File: src/hw/rtl/mtgl_pkg.sv
package mtgl_pkg;

  localparam int CoordW  = 16;
  localparam int CountW  = 16;
  localparam int ByteW   = 8;
  localparam int KindW   = 2;
  localparam int OffsetW = 19;

  localparam logic OP_START = 1'b0;
  localparam logic OP_TEXT  = 1'b1;

  localparam logic [KindW-1:0] KIND_ASCII = 2'd0;
  localparam logic [KindW-1:0] KIND_HANZI = 2'd1;
  localparam logic [KindW-1:0] KIND_BAD   = 2'd2;

  localparam logic [ByteW-1:0] GB_BASE   = 8'hA1;
  localparam logic [6:0]       GB_ROW    = 7'd94;
  localparam logic [ByteW-1:0] CHAR_NUL  = 8'h00;
  localparam logic [ByteW-1:0] CHAR_CR   = 8'h0D;
  localparam logic [ByteW-1:0] CHAR_LF   = 8'h0A;

  localparam logic [CoordW-1:0] LINE_STEP = 16'd20;
  localparam logic [CoordW-1:0] ASCII_ADV = 16'd8;
  localparam logic [CoordW-1:0] HANZI_ADV = 16'd16;
  localparam logic [CountW-1:0] COUNT_MAX = 16'hFFFF;
  localparam logic [CountW-1:0] COUNT_SAT = 16'hFFFE;

  typedef struct packed {
    logic [CoordW-1:0]  glyph_x;
    logic [CoordW-1:0]  glyph_y;
    logic [KindW-1:0]   glyph_kind;
    logic [OffsetW-1:0] font_offset;
  } glyph_t;

  typedef struct packed {
    logic              opcode;
    logic [ByteW-1:0]  text_byte;
    logic [CoordW-1:0] start_x;
    logic [CoordW-1:0] start_y;
    logic [CountW-1:0] byte_limit;
  } item_t;

endpackage

File: src/hw/rtl/mtgl_core.sv
module mtgl_core
  import mtgl_pkg::*;
(
  input  logic   clk,
  input  logic   rst_n,
  input  logic   step_en,
  input  item_t  item,
  output logic   res_valid,
  output glyph_t res
);

  logic [CoordW-1:0] cursor_x_r, cursor_x_nxt;
  logic [CoordW-1:0] cursor_y_r, cursor_y_nxt;
  logic [CountW-1:0] bytes_used_r, bytes_used_nxt;
  logic [CountW-1:0] limit_held_r, limit_held_nxt;
  logic [ByteW-1:0]  lead_byte_r, lead_byte_nxt;
  logic              lead_pending_r, lead_pending_nxt;
  logic              finished_r, finished_nxt;

  logic [6:0]  lead_d;
  logic [6:0]  trail_d;
  logic [13:0] hanzi_idx;

  assign lead_d    = 7'(lead_byte_r - GB_BASE);
  assign trail_d   = 7'(item.text_byte - GB_BASE);
  assign hanzi_idx = 14'(lead_d) * 14'(GB_ROW) + 14'(trail_d);

  always_comb begin
    cursor_x_nxt     = cursor_x_r;
    cursor_y_nxt     = cursor_y_r;
    bytes_used_nxt   = bytes_used_r;
    limit_held_nxt   = limit_held_r;
    lead_byte_nxt    = lead_byte_r;
    lead_pending_nxt = lead_pending_r;
    finished_nxt     = finished_r;
    res_valid        = 1'b0;
    res.glyph_x      = cursor_x_r;
    res.glyph_y      = cursor_y_r;
    res.glyph_kind   = KIND_ASCII;
    res.font_offset  = OffsetW'({item.text_byte, 4'b0000});

    if (item.opcode == OP_START) begin
      cursor_x_nxt     = item.start_x;
      cursor_y_nxt     = item.start_y;
      limit_held_nxt   = item.byte_limit;
      bytes_used_nxt   = '0;
      lead_byte_nxt    = '0;
      lead_pending_nxt = 1'b0;
      finished_nxt     = 1'b0;
    end else if (!finished_r) begin
      if (lead_pending_r) begin
        lead_pending_nxt = 1'b0;
        lead_byte_nxt    = '0;
        if (item.text_byte == CHAR_NUL) begin
          finished_nxt = 1'b1;
        end else begin
          res_valid = 1'b1;
          if (lead_byte_r < GB_BASE || item.text_byte < GB_BASE) begin
            res.glyph_kind  = KIND_BAD;
            res.font_offset = '0;
          end else begin
            res.glyph_kind  = KIND_HANZI;
            res.font_offset = {hanzi_idx, 5'b00000};
          end
          cursor_x_nxt   = cursor_x_r + HANZI_ADV;
          bytes_used_nxt = (bytes_used_r >= COUNT_SAT) ? COUNT_MAX
                                                       : bytes_used_r + CountW'(2);
        end
      end else if (item.text_byte == CHAR_NUL || bytes_used_r >= limit_held_r) begin
        finished_nxt = 1'b1;
      end else if (item.text_byte[ByteW-1]) begin
        lead_byte_nxt    = item.text_byte;
        lead_pending_nxt = 1'b1;
      end else begin
        bytes_used_nxt = bytes_used_r + CountW'(1);
        if (item.text_byte == CHAR_CR) begin
          cursor_x_nxt = '0;
        end else if (item.text_byte == CHAR_LF) begin
          cursor_x_nxt = '0;
          cursor_y_nxt = cursor_y_r + LINE_STEP;
        end else begin
          res_valid    = 1'b1;
          cursor_x_nxt = cursor_x_r + ASCII_ADV;
        end
      end
    end
  end

  always_ff @(posedge clk) begin
    if (!rst_n) begin
      cursor_x_r     <= '0;
      cursor_y_r     <= '0;
      bytes_used_r   <= '0;
      limit_held_r   <= '0;
      lead_byte_r    <= '0;
      lead_pending_r <= 1'b0;
      finished_r     <= 1'b1;
    end else if (step_en) begin
      cursor_x_r     <= cursor_x_nxt;
      cursor_y_r     <= cursor_y_nxt;
      bytes_used_r   <= bytes_used_nxt;
      limit_held_r   <= limit_held_nxt;
      lead_byte_r    <= lead_byte_nxt;
      lead_pending_r <= lead_pending_nxt;
      finished_r     <= finished_nxt;
    end
  end

  a_pending_active: assert property (@(posedge clk) disable iff (!rst_n)
    lead_pending_r |-> !finished_r)
    else $error("lead pending on a finished string");

  a_pending_high: assert property (@(posedge clk) disable iff (!rst_n)
    lead_pending_r |-> lead_byte_r[ByteW-1])
    else $error("pending lead byte below 128");

  a_start_clears: assert property (@(posedge clk) disable iff (!rst_n)
    (step_en && item.opcode == OP_START) |=>
      (!lead_pending_r && !finished_r && bytes_used_r == '0))
    else $error("start word did not open a clean string");

endmodule

File: src/hw/rtl/mixed_text_glyph_layout_unit.sv
// Mixed ASCII / GB2312 text layout unit.
// Input channel (in_*): one word per byte of text, or a start word
// (in_opcode 0) that loads the cursor and byte limit and opens a string.
// Output channel (out_*): one glyph word per ASCII byte other than NUL,
// CR and LF, or per double-byte pair completed by a non-NUL byte; CR, LF,
// lead bytes, start words and string ends produce nothing.
// Throughput: one input word per cycle while in_ready is high. Cursor
// state updates in the accepting cycle; a glyph word enters the output
// queue as its word is accepted and is shown on out_* from the head entry.
// A two-entry output queue sits behind the step logic, so the block keeps
// accepting while one glyph waits on a stalled receiver. in_ready drops
// only when both entries are full and comes back the cycle after the
// receiver takes one.
// Reset: synchronous, active low. The output queue empties, the cursor,
// count and limit clear to zero and no string is active, so text words
// are ignored until a start word arrives.
module mixed_text_glyph_layout_unit
  import mtgl_pkg::*;
(
  input  logic               clk,
  input  logic               rst_n,
  input  logic               in_valid,
  output logic               in_ready,
  input  logic               in_opcode,
  input  logic [ByteW-1:0]   in_text_byte,
  input  logic [CoordW-1:0]  in_start_x,
  input  logic [CoordW-1:0]  in_start_y,
  input  logic [CountW-1:0]  in_byte_limit,
  output logic               out_valid,
  input  logic               out_ready,
  output logic [CoordW-1:0]  out_glyph_x,
  output logic [CoordW-1:0]  out_glyph_y,
  output logic [KindW-1:0]   out_glyph_kind,
  output logic [OffsetW-1:0] out_font_offset
);

  logic   accept;
  logic   push;
  logic   pop;
  logic   step_valid;
  item_t  item;
  glyph_t step_res;

  glyph_t head_r, head_nxt;
  glyph_t skid_r, skid_nxt;
  logic   head_v_r, head_v_nxt;
  logic   skid_v_r, skid_v_nxt;

  assign in_ready        = !skid_v_r;
  assign accept          = in_valid && in_ready;
  assign item.opcode     = in_opcode;
  assign item.text_byte  = in_text_byte;
  assign item.start_x    = in_start_x;
  assign item.start_y    = in_start_y;
  assign item.byte_limit = in_byte_limit;

  mtgl_core u_core (
    .clk       (clk),
    .rst_n     (rst_n),
    .step_en   (accept),
    .item      (item),
    .res_valid (step_valid),
    .res       (step_res)
  );

  assign push = accept && step_valid;
  assign pop  = head_v_r && out_ready;

  always_comb begin
    head_nxt   = head_r;
    skid_nxt   = skid_r;
    head_v_nxt = head_v_r;
    skid_v_nxt = skid_v_r;
    if (pop) begin
      if (skid_v_r) begin
        head_nxt   = skid_r;
        skid_v_nxt = 1'b0;
      end else if (push) begin
        head_nxt = step_res;
      end else begin
        head_v_nxt = 1'b0;
      end
    end else if (push) begin
      if (!head_v_r) begin
        head_nxt   = step_res;
        head_v_nxt = 1'b1;
      end else begin
        skid_nxt   = step_res;
        skid_v_nxt = 1'b1;
      end
    end
  end

  always_ff @(posedge clk) begin
    if (!rst_n) begin
      head_v_r <= 1'b0;
      skid_v_r <= 1'b0;
    end else begin
      head_v_r <= head_v_nxt;
      skid_v_r <= skid_v_nxt;
    end
  end

  always_ff @(posedge clk) begin
    head_r <= head_nxt;
    skid_r <= skid_nxt;
  end

  assign out_valid       = head_v_r;
  assign out_glyph_x     = head_r.glyph_x;
  assign out_glyph_y     = head_r.glyph_y;
  assign out_glyph_kind  = head_r.glyph_kind;
  assign out_font_offset = head_r.font_offset;

  a_skid_behind_head: assert property (@(posedge clk) disable iff (!rst_n)
    skid_v_r |-> head_v_r)
    else $error("skid entry held with empty head");

  a_skid_drains: assert property (@(posedge clk) disable iff (!rst_n)
    (skid_v_r && out_ready) |=> (head_v_r && !skid_v_r && head_r == $past(skid_r)))
    else $error("skid entry not moved to head on pop");

  a_push_lands: assert property (@(posedge clk) disable iff (!rst_n)
    (push && !head_v_r) |=> (head_v_r && head_r == $past(step_res)))
    else $error("glyph word lost on push into empty queue");

endmodule

File: config.mk
export PLATFORM = sky130hd
export DESIGN_NAME = mixed_text_glyph_layout_unit
export DESIGN_NICKNAME = d
export VERILOG_FILES = /design/src/hw/rtl/mtgl_pkg.sv /design/src/hw/rtl/mtgl_core.sv /design/src/hw/rtl/mixed_text_glyph_layout_unit.sv
export SDC_FILE = /design/constraint.sdc
export NUM_CORES = 1
export LEC_CHECK = 0
export BUFFER_PORTS_ARGS = -buffer_cell sky130_fd_sc_hd__clkbuf_2
export CAP_MARGIN = 0
export CORE_ASPECT_RATIO = 0.6
export CORE_UTILIZATION = 55
export CTS_CLUSTER_DIAMETER = 50
export DETAILED_ROUTE_END_ITERATION = 12
export PLACE_DENSITY = 0.75
export SLEW_MARGIN = 40
export SYNTH_ARGS = -nofsm -noshare
export SYNTH_HDL_FRONTEND = slang
export SYNTH_SLANG_ARGS = --single-unit
export TNS_END_PERCENT = 1
File: constraint.sdc
create_clock -name clk -period 7.65 [get_ports clk]
set_input_delay 0.765 -clock clk [delete_from_list [all_inputs] [get_ports clk]]
set_output_delay 0.765 -clock clk [all_outputs]
set_load 0.02 [all_outputs]
---- Word level (Yosys, flattened, before mapping) ----
Index checks and enable logic that the tools add are counted.
operators by class
  multiplexer cells ....................... 59
  magnitude comparators ................... 4
  bitwise gates (word level) .............. 3
  equal/unequal tests ..................... 15
  reduce and logical (&&, ||, !) cells .... 19
  add/sub/neg operators ................... 8
  multipliers ............................. 1
operators by type and width
  kind                   number
  $mux 16                22
  $mux 53                5
  $mux 21                5
  $mux 8                 5
  $add 16x5->16 const B  2
  $mux 1                 22
  $add 16x1->16 const B  1
  $add 16x2->16 const B  1
  $add 16x4->16 const B  1
  $eq 8x4->1 const B     2
  $ge 16x16->1           1
  $ge 16x16->1 const B   1
  $lt 8x8->1 const B     2
  $ne 2x2->1 const B     8
  $add 14x7->14          1
  $sub 7x6->7 const B    2
  $mul 7x6->13 const B   1
  $reduce_and 3->1       3
  $logic_not 8->1        1
  $reduce_and 7->1       1
  $ne 3x2->1 const B     2
  $reduce_and 2->1       3
  $reduce_and 5->1       1
  $reduce_and 4->1       1
  9 further kinds        15
word-level totals
  input bits .............................. 61
  output and inout port bits .............. 55
  register bits ........................... 182
  logic and storage cells ................. 126

---- Longest topological paths before layout ----
Gate-level depths: netlist of run 1.
  depth in word-level cells ............... 12
  gate-level depth with buffers ........... 20
  depth with buffers taken out ............ 20

---- By module ----
A second synthesis of run 1 with hierarchy kept.
unflattened totals
  cell total of the unflattened synthesis .. 1027
  area, all modules ....................... 10491.3 um2
modules (own cells, without submodules)
  module                        cells each  area an instance (um2)  times used  sequential area each (um2)
  mtgl_core                     847         6502.5                  1           1481.4
  mixed_text_glyph_layout_unit  180         3988.8                  1           3223.1

---- Worst setup path before layout of run 1 ----
OpenSTA, ideal clock, no wires.
  path type ............................... flip-flop to flip-flop
  start ................................... reg u_core.bytes_used_r[0]
  end ..................................... reg head_r, in the netlist out_font_offset[10] (enable)
  library setup time ...................... 0.477 ns
  required time ........................... 7.173 ns
  period minus slack after synthesis ...... 5.325 ns
  data arrival time ....................... 4.848 ns
  cell stages (with the launch flop) ...... 12
  path buffers ............................ 1
  slack ................................... 2.325 ns
  cells stage by stage .................... dfxtp_1 > clkbuf_1 > inv_1 > ha_1 > nand2b_1 > a21o_1 > a211oi_2 > o31a_1 > o211a_4 > a21oi_1 > or3_1 > a22oi_1
on the way
  cells in the longest elaborated chain, start to end .. 9
  elaborated cells on any way between the ends .. 10
  classes of those cells .................. order compare (1); mux (4); reduce/logical (5)
ends and longest elaborated chain
  what                                 line                                 source
  start, declared                      mtgl_core.sv:14                      logic [CountW-1:0] bytes_used_r, bytes_used_nxt;
  start signal, assigned               mtgl_core.sv:101                     bytes_used_r <= bytes_used_nxt;
  $ge 16x16->1 *                       mtgl_core.sv:69                      end else if (item.text_byte == CHAR_NUL || bytes_used_r >= limit_held_r) begin
  $logic_or 1x1->1 *                   mtgl_core.sv:69
  $mux 1 *                             mtgl_core.sv:69
  $mux 1 *                             mtgl_core.sv:51                      if (lead_pending_r) begin
  $mux 1 *                             mtgl_core.sv:50                      end else if (!finished_r) begin
  $mux 1 *                             mtgl_core.sv:42                      if (item.opcode == OP_START) begin
  $logic_and 1x1->1 *                  mixed_text_glyph_layout_unit.sv:66   assign push = accept && step_valid;
  $reduce_bool 2->1 (no source line)   --
  $reduce_and 3->1 (no source line) *  --
  end signal, assigned                 mixed_text_glyph_layout_unit.sv:105  head_r <= head_nxt;
  end, declared                        mixed_text_glyph_layout_unit.sv:44   glyph_t head_r, head_nxt;
Every way passes the cells marked *; elsewhere a longest branch is shown, timed or not.
A chain may end at the register's enable or synchronous reset.

==> flow_summary.json, run 1 <==
{
  "crit_path_start_kind": "register",
  "status": "completed",
  "post_cts_buffers": 0,
  "fin_crit_sh_pct": 70.8,
  "wirelength_mm": 26.2,
  "post-place-cells": 1407,
  "slew_headroom_pct": 47.9,
  "ff2ff_path_depth": 19,
  "cts.hold.buffers_added": 0,
  "finalMaxSlewViolations": 0,
  "p_switching_mw": 1.04,
  "fill_cells": 1549,
  "n_antenna_cell": 0,
  "fmaxAchievable_mhz": 185,
  "finalSetupViolations": 0,
  "reg2reg_from": "u_core.lead_byte_r[0]",
  "syn_inst": 1101,
  "rsz0062_at_grt": "no",
  "drv_cap": 0,
  "dr.first_iter.drc_count": 1085,
  "synthTopCellsByArea": "edfxtp_1 (29%), dfxtp_1 (15%), nand2_1 (8.2%), ha_1 (7.3%), a21oi_1 (3.4%)",
  "row_count": 38,
  "wl_met2_mm": 10.2,
  "whs_endpoint": "u_core.limit_held_r[13]",
  "cp_data_required_time_ns": 7.85,
  "final.min_clock_period_ns": 5.42,
  "dpl_cell_area_mm2": 0.0108,
  "wl_met1_mm": 13.2,
  "ir_worst_vdd_v": 0.000217,
  "dp_hpwl_mm": 18.3,
  "die_area_mm2": 0.0190,
  "route.vias.total": 8459,
  "ys.flop_type": "edfxtp_1",
  "intPower_mw": 1.82,
  "yosysTopAreaCell": "edfxtp_1",
  "clkSlewWorstSetupHoldPaths_ns": 0.08,
  "synth.avg_cell_area_um2": 9.21,
  "ys_seq_area_share_pct": 44.0,
  "viasPerCell": 5.87,
  "synth_edf_count": 98,
  "top_layer": "met4",
  "max_slew.worst_pin.slew_ns": 0.782,
  "reg2reg_to": "out_font_offset[17]",
  "cts_tree": "yes",
  "cp-end-kind": "register",
  "die_h_um": 107,
  "clkLatencyLatePin_ns": 0.45,
  "synth_top_area_share_pct": 29.0,
  "track_usage_pct": 29.1,
  "synth_cell_types": 80,
  "numCtsBuffers": 17,
  "worstHoldPathCells": 2,
  "p_clk_share_pct": 30.6,
  "fin_cells": 1440,
  "cp.arrival_ns": 5.61,
  "wl_met3_mm": 2.46,
  "rrSetupSlack_ns": 2.23,
  "ys_ff_latch": 174,
  "die_w_um": 177,
  "cellLeakagePower_nw": 4.64,
  "syn_to_final_growth_pct": 12.8,
  "drc": 0,
  "ios": 116,
  "dr.pass1.iters": 6,
  "cts_htree_levels": 4,
  "p_comb_share_pct": 33.4,
  "port_buffers": 111,
  "wl_per_cell_um": 18.2,
  "drive_gt1_share_pct": 17.0,
  "fin_skew_ns": 0.00794,
  "crit_fanout": 5,
  "postSynth.asyncResetShare_pct": 0,
  "grt_antenna_before_repair": 0,
  "initial_utilization_pct": 56.1,
  "hold_path.class": "reg -> reg",
  "routabilityCongestion": 0.932,
  "fin_area_mm2": 0.0114,
  "yosysWarnings": 0,
  "grt_max_degree": 52,
  "holdWs_ns": 0.456,
  "path_class": "reg -> reg",
  "finalSetupTns_ns": 0,
  "finalHoldViolCount": 0,
  "clk_path_buf_depth": 2,
  "pwr-share-seq_pct": 36.0,
  "cts_resized": 0,
  "grt_overflow_total": 0,
  "min_from": "u_core.limit_held_r[13]",
  "postRouteAntennaNets": 0,
  "clock-sinks": 174,
  "grt_pass1_wl_mm": 42.1,
  "core_mm2": 0.0181,
  "power_density_mw_per_mm2": 250,
  "root_buffer": "clkbuf_16",
  "synth.cell_area_mm2": 0.0101,
  "layout.nets": 1321,
  "switching_share_pct": 36.5,
  "grt_pass1_vias": 7525
}
==> placed cells by master (no fill, tap or decap), types with 4 or more instances in the layout <==
cell / instances
a31oi_1: 11
edfxtp_1: 98
a21oi_2: 4
o31a_1: 4
xor2_1: 19
nand4_1: 11
nand2b_1: 6
a211oi_1: 10
nand3_1: 34
mux2i_1: 7
o211ai_1: 11
nand2_1: 220
inv_1: 75
a31o_2: 7
nor2b_1: 5
clkbuf_2: 110
inv_8: 5
buf_4: 11
a221oi_1: 4
and3_1: 18
o21ai_0: 56
nor3_1: 21
xnor2_1: 13
fa_1: 14
a21oi_1: 68
nor2_1: 52
a22o_1: 9
a211o_1: 4
o221a_2: 4
a21o_1: 13
o31ai_1: 11
mux2_2: 9
o21ai_1: 8
dfxtp_1: 76
clkbuf_16: 17
a311oi_1: 5
ha_1: 59
conb_1: 4
==> power by group through the flow <==
| stage | registers, mW | clock network (mW) | logic [mW] |
|---|---|---|---|
| 6_report | 1.03 | 0.876 | 0.956 |
| 5_1_grt | 1.03 | 0.929 | 1.07 |
| 4_1_cts | 1.03 | 0.888 | 0.949 |
| 3_5_place_dp | 1.05 | 0 | 0.937 |
| 3_3_place_gp | 1.05 | 0 | 0.922 |
| 2_1_floorplan | 1.05 | 0 | 0.728 |
==> registers in the layout (all words and copies together), names as in the netlist, 8 cells and up <==
signal / count
skid_r: 49
out_glyph_x: 16
out_glyph_y: 16
u_core.bytes_used_r: 16
u_core.cursor_x_r: 16
u_core.cursor_y_r: 16
u_core.limit_held_r: 16
out_font_offset: 15
u_core.lead_byte_r: 8
==> cell type report <==
| class | count | area (um2) | area share, % |
|---|---|---|---|
| Clock inverter | 14 | 165 | 1.44 |
| Inverter | 76 | 285 | 2.49 |
| Clock buffer | 18 | 429 | 3.75 |
| Tap cell | 240 | 300 | 2.63 |
| Multi-Input combinational cell | 795 | 5140 | 45.0 |
| Sequential cell | 174 | 4460 | 39.0 |
| Timing Repair Buffer | 123 | 649 | 5.68 |
==> worst max-delay path by stage <==
stage	startpoint	endpoint	cells past startpoint
final	u_core.lead_byte_r[0]	out_font_offset[17]	19
after global placement	u_core.lead_byte_r[0]	out_font_offset[17]	19
after CTS	u_core.lead_byte_r[0]	out_font_offset[17]	19
after global routing	u_core.lead_byte_r[0]	out_font_offset[17]	19
after detailed placement	u_core.lead_byte_r[0]	out_font_offset[17]	19
after floorplan	u_core.bytes_used_r[0]	out_font_offset[10]	11
==> worst max-delay path: stages, from the launching register on <==
cell,delay (ns)
dfxtp_1,0.35
inv_1,0.17
ha_1,0.23
nor3b_1,0.26
xor2_1,0.50
inv_1,0.15
fa_1,0.53
inv_1,0.05
ha_1,0.27
inv_1,0.05
fa_1,0.53
inv_1,0.04
ha_1,0.35
xor2_1,0.18
ha_1,0.36
nor2_1,0.06
or4b_1,0.54
nor3_1,0.21
xor2_1,0.20
o21ai_0,0.11
==> per-layer routing <==
metal	track usage, %	up-vias
met5	0	-
met1	46.3	3898
met3	7.30	35
met2	38.0	434
li1	-	4092
met4	7.26	0
==> per-stage QoR <==
step	util, %	setup slack [ns]	total power, mW
finish	63.3	2.23	2.86
global route	63.3	1.89	3.03
CTS	63.2	2.28	2.86
detailed placement	60.0	2.39	1.99
global placement	59.9	2.51	1.97
floorplan	-	2.32	1.78
==> synth_stat cells (all sizes together), types with 5 or more instances <==
cell and n:
a211oi 12, a21o 13, a21oi 72, a221oi 5, a22o 9, a311oi 5, a31o 7, a31oi 11
and3 18, buf 25, clkbuf 34, dfxtp 76, edfxtp 98, fa 14, ha 59, inv 76
mux2 9, mux2i 7, nand2 222, nand2b 6, nand3 34, nand4 11, nor2 54, nor2b 5
nor3 24, nor4 5, o211ai 11, o21ai 65, o31ai 11, or2 5, xnor2 14, xor2 19
==> cells by family after synthesis <==
family / share of synthesized area (%)
other: 0.0370
XOR/XNOR: 2.92
flip-flops: 44.0
buffers and inverters: 5.52
AND/OR/NAND/NOR: 17.7
multiplexers: 1.69
adder cells (fa/ha/maj): 10.0
AO/OA/AOI/OAI: 18.1
Note: power is estimated with default switching activity, not from simulation.
==> inputs of run 2 (changes only) <==
Clock period 7.65 ns to 5.6 ns, I/O delays scaled along.
==> run 2 against run 1 <==
Global-route usage shrank 0.91 points. Via count grew 1.6%. Combinational power grew 40%.
==> flow_summary.json, run 2 (synthesized netlist as in run 1, its figures left out) <==
{
  "status": "completed",
  "root_buffer": "clkbuf_16",
  "max_slew.worst_pin.slew_ns": 0.788,
  "ios": 116,
  "drive_gt1_share_pct": 17.1,
  "grt_overflow_total": 0,
  "rsz0062_at_grt": "no",
  "clock-sinks": 174,
  "cp.arrival_ns": 5.34,
  "fin_crit_sh_pct": 92.1,
  "crit_path_start_kind": "register",
  "port_buffers": 111,
  "grt_antenna_before_repair": 0,
  "grt_max_degree": 52,
  "clk_path_buf_depth": 2,
  "cts_htree_levels": 4,
  "top_register": "skid_r",
  "drv_cap": 0,
  "startpoint": "u_core.lead_byte_r[0]",
  "fin_skew_ns": 0.00902,
  "wirelength_mm": 26.1,
  "reg2reg_to": "out_font_offset[17]",
  "viasPerCell": 5.97,
  "die_h_um": 107,
  "final.min_clock_period_ns": 5.16,
  "cts.hold.buffers_added": 0,
  "finalMaxSlewViolations": 0,
  "numCtsBuffers": 17,
  "postRouteAntennaNets": 0,
  "cts_tree": "yes",
  "largest_reg_flops": 49,
  "hold_path.class": "in -> reg",
  "layout.nets": 1322,
  "row_count": 38,
  "finalSetupTns_ns": 0,
  "grt_pass1_wl_mm": 41.4,
  "rrSetupSlack_ns": 0.44,
  "endpoint": "out_font_offset[17]",
  "die_w_um": 177,
  "track_usage_pct": 28.1,
  "power_mw": 3.94,
  "finalHoldViolCount": 0,
  "cp.depth": 16,
  "dp_hpwl_mm": 18.4,
  "syn_to_final_growth_pct": 12.9,
  "route.vias.total": 8597,
  "initial_utilization_pct": 56.1,
  "fmaxAchievable_mhz": 194,
  "clkLatencyLatePin_ns": 0.43,
  "grt_pass1_vias": 7579,
  "cp_data_required_time_ns": 5.78,
  "cp-end-kind": "register",
  "core_mm2": 0.0181,
  "finalSetupViolations": 0,
  "dr.pass1.iters": 5,
  "path_class": "reg -> reg",
  "reg2reg_from": "u_core.lead_byte_r[0]",
  "holdWs_ns": 0.341,
  "cellLeakagePower_nw": 4.64,
  "ff2ff_path_depth": 16,
  "slowest_delay_ns": 0.59,
  "worstHoldPathCells": 3,
  "crit_buf_inv": 2,
  "n_antenna_cell": 0,
  "routabilityCongestion": 0.926,
  "final_common_cell": "nand2_1",
  "wl_per_cell_um": 18.1,
  "clkSlewWorstSetupHoldPaths_ns": 0.07,
  "die_area_mm2": 0.0190,
  "power_density_mw_per_mm2": 344,
  "path_delay_family": "adder cells",
  "crit_slowest_cell": "or4b_1",
  "final_cell_mix": "nand2_1 (221), clkbuf_2 (110), edfxtp_1 (98)",
  "worstPathCellList": "inv_1, ha_1, nor3b_1, xor2_2, buf_4, fa_1, ha_1, fa_1, fa_1, xor2_1, ha_1, nor4_1, or4b_1, nor3_1, xor2_1, o21ai_0",
  "dr.first_iter.drc_count": 1172,
  "crit_fanout": 5,
  "drc": 0,
  "slew_headroom_pct": 47.5,
  "ir_worst_vdd_v": 0.000292
}
run 2: worst min path at each step:
stage | startpoint | end | slack (ns)
final | in_byte_limit[0] | u_core.limit_held_r[0] | 0.34
after global routing | in_byte_limit[13] | u_core.limit_held_r[13] | 0.35
after CTS | in_byte_limit[5] | u_core.limit_held_r[5] | 0.33
after detailed placement | u_core.cursor_y_r[1] | skid_r[22] | 0.44
after global placement | u_core.cursor_x_r[15] | skid_r[52] | 0.44
after floorplan | u_core.cursor_y_r[0] | skid_r[21] | 0.43
run 2: layout make-up:
class	count	area [um2]
clock buffer	18	429
clock inverter	14	160
fill	1547	6620
inverter	76	285
multi-input combinational	795	5150
sequential	174	4460
tap	240	300
timing repair buffer	124	653
run 2: through the flow:
| stage | worst slack [ns] | utilization (%) | instance area (um2) | instances |
|---|---|---|---|---|
| final | 0.442 | 63.3 | 11400 | 1441 |
| after global routing | 0.129 | 63.3 | 11400 | 1441 |
| after CTS | 0.241 | 63.3 | 11400 | 1440 |
| after detailed placement | 0.322 | 60.0 | 10800 | 1408 |
| after global placement | 0.441 | 60.0 | 10800 | 1408 |
| after floorplan | 0.275 | - | 10100 | 1104 |
run 2: what timing repair did:
item                       CTS  global route
setup buffers                0             1
gates resized for setup      0             1
setup endpoints to repair    0             6
run 2: report_power, final:
group / leakage, nW / internal, mW / total, mW / switching (mW)
combinational: 2.83 / 0.502 / 1.34 / 0.834
sequential: 1.52 / 1.38 / 1.41 / 0.0310
clock: 0.287 / 0.638 / 1.20 / 0.558
run 2: worst reg2reg max path: stages, from the launching register on:
cell and delay, ns:
dfxtp_1 0.36, inv_1 0.17, ha_1 0.23, nor3b_1 0.37
xor2_2 0.15, buf_4 0.18, fa_1 0.48, ha_1 0.32
fa_1 0.54, fa_1 0.47, xor2_1 0.19, ha_1 0.26
nor4_1 0.09, or4b_1 0.59, nor3_1 0.22, xor2_1 0.21
o21ai_0 0.11
run 2: routing by layer:
layer,routed length (um),GRT usage [%],vias to the layer above
met5,0,0,-
li1,-,-,4096
met1,12900,46.0,4057
met3,2570,5.21,21
met2,10300,37.5,423
met4,276,5.86,0
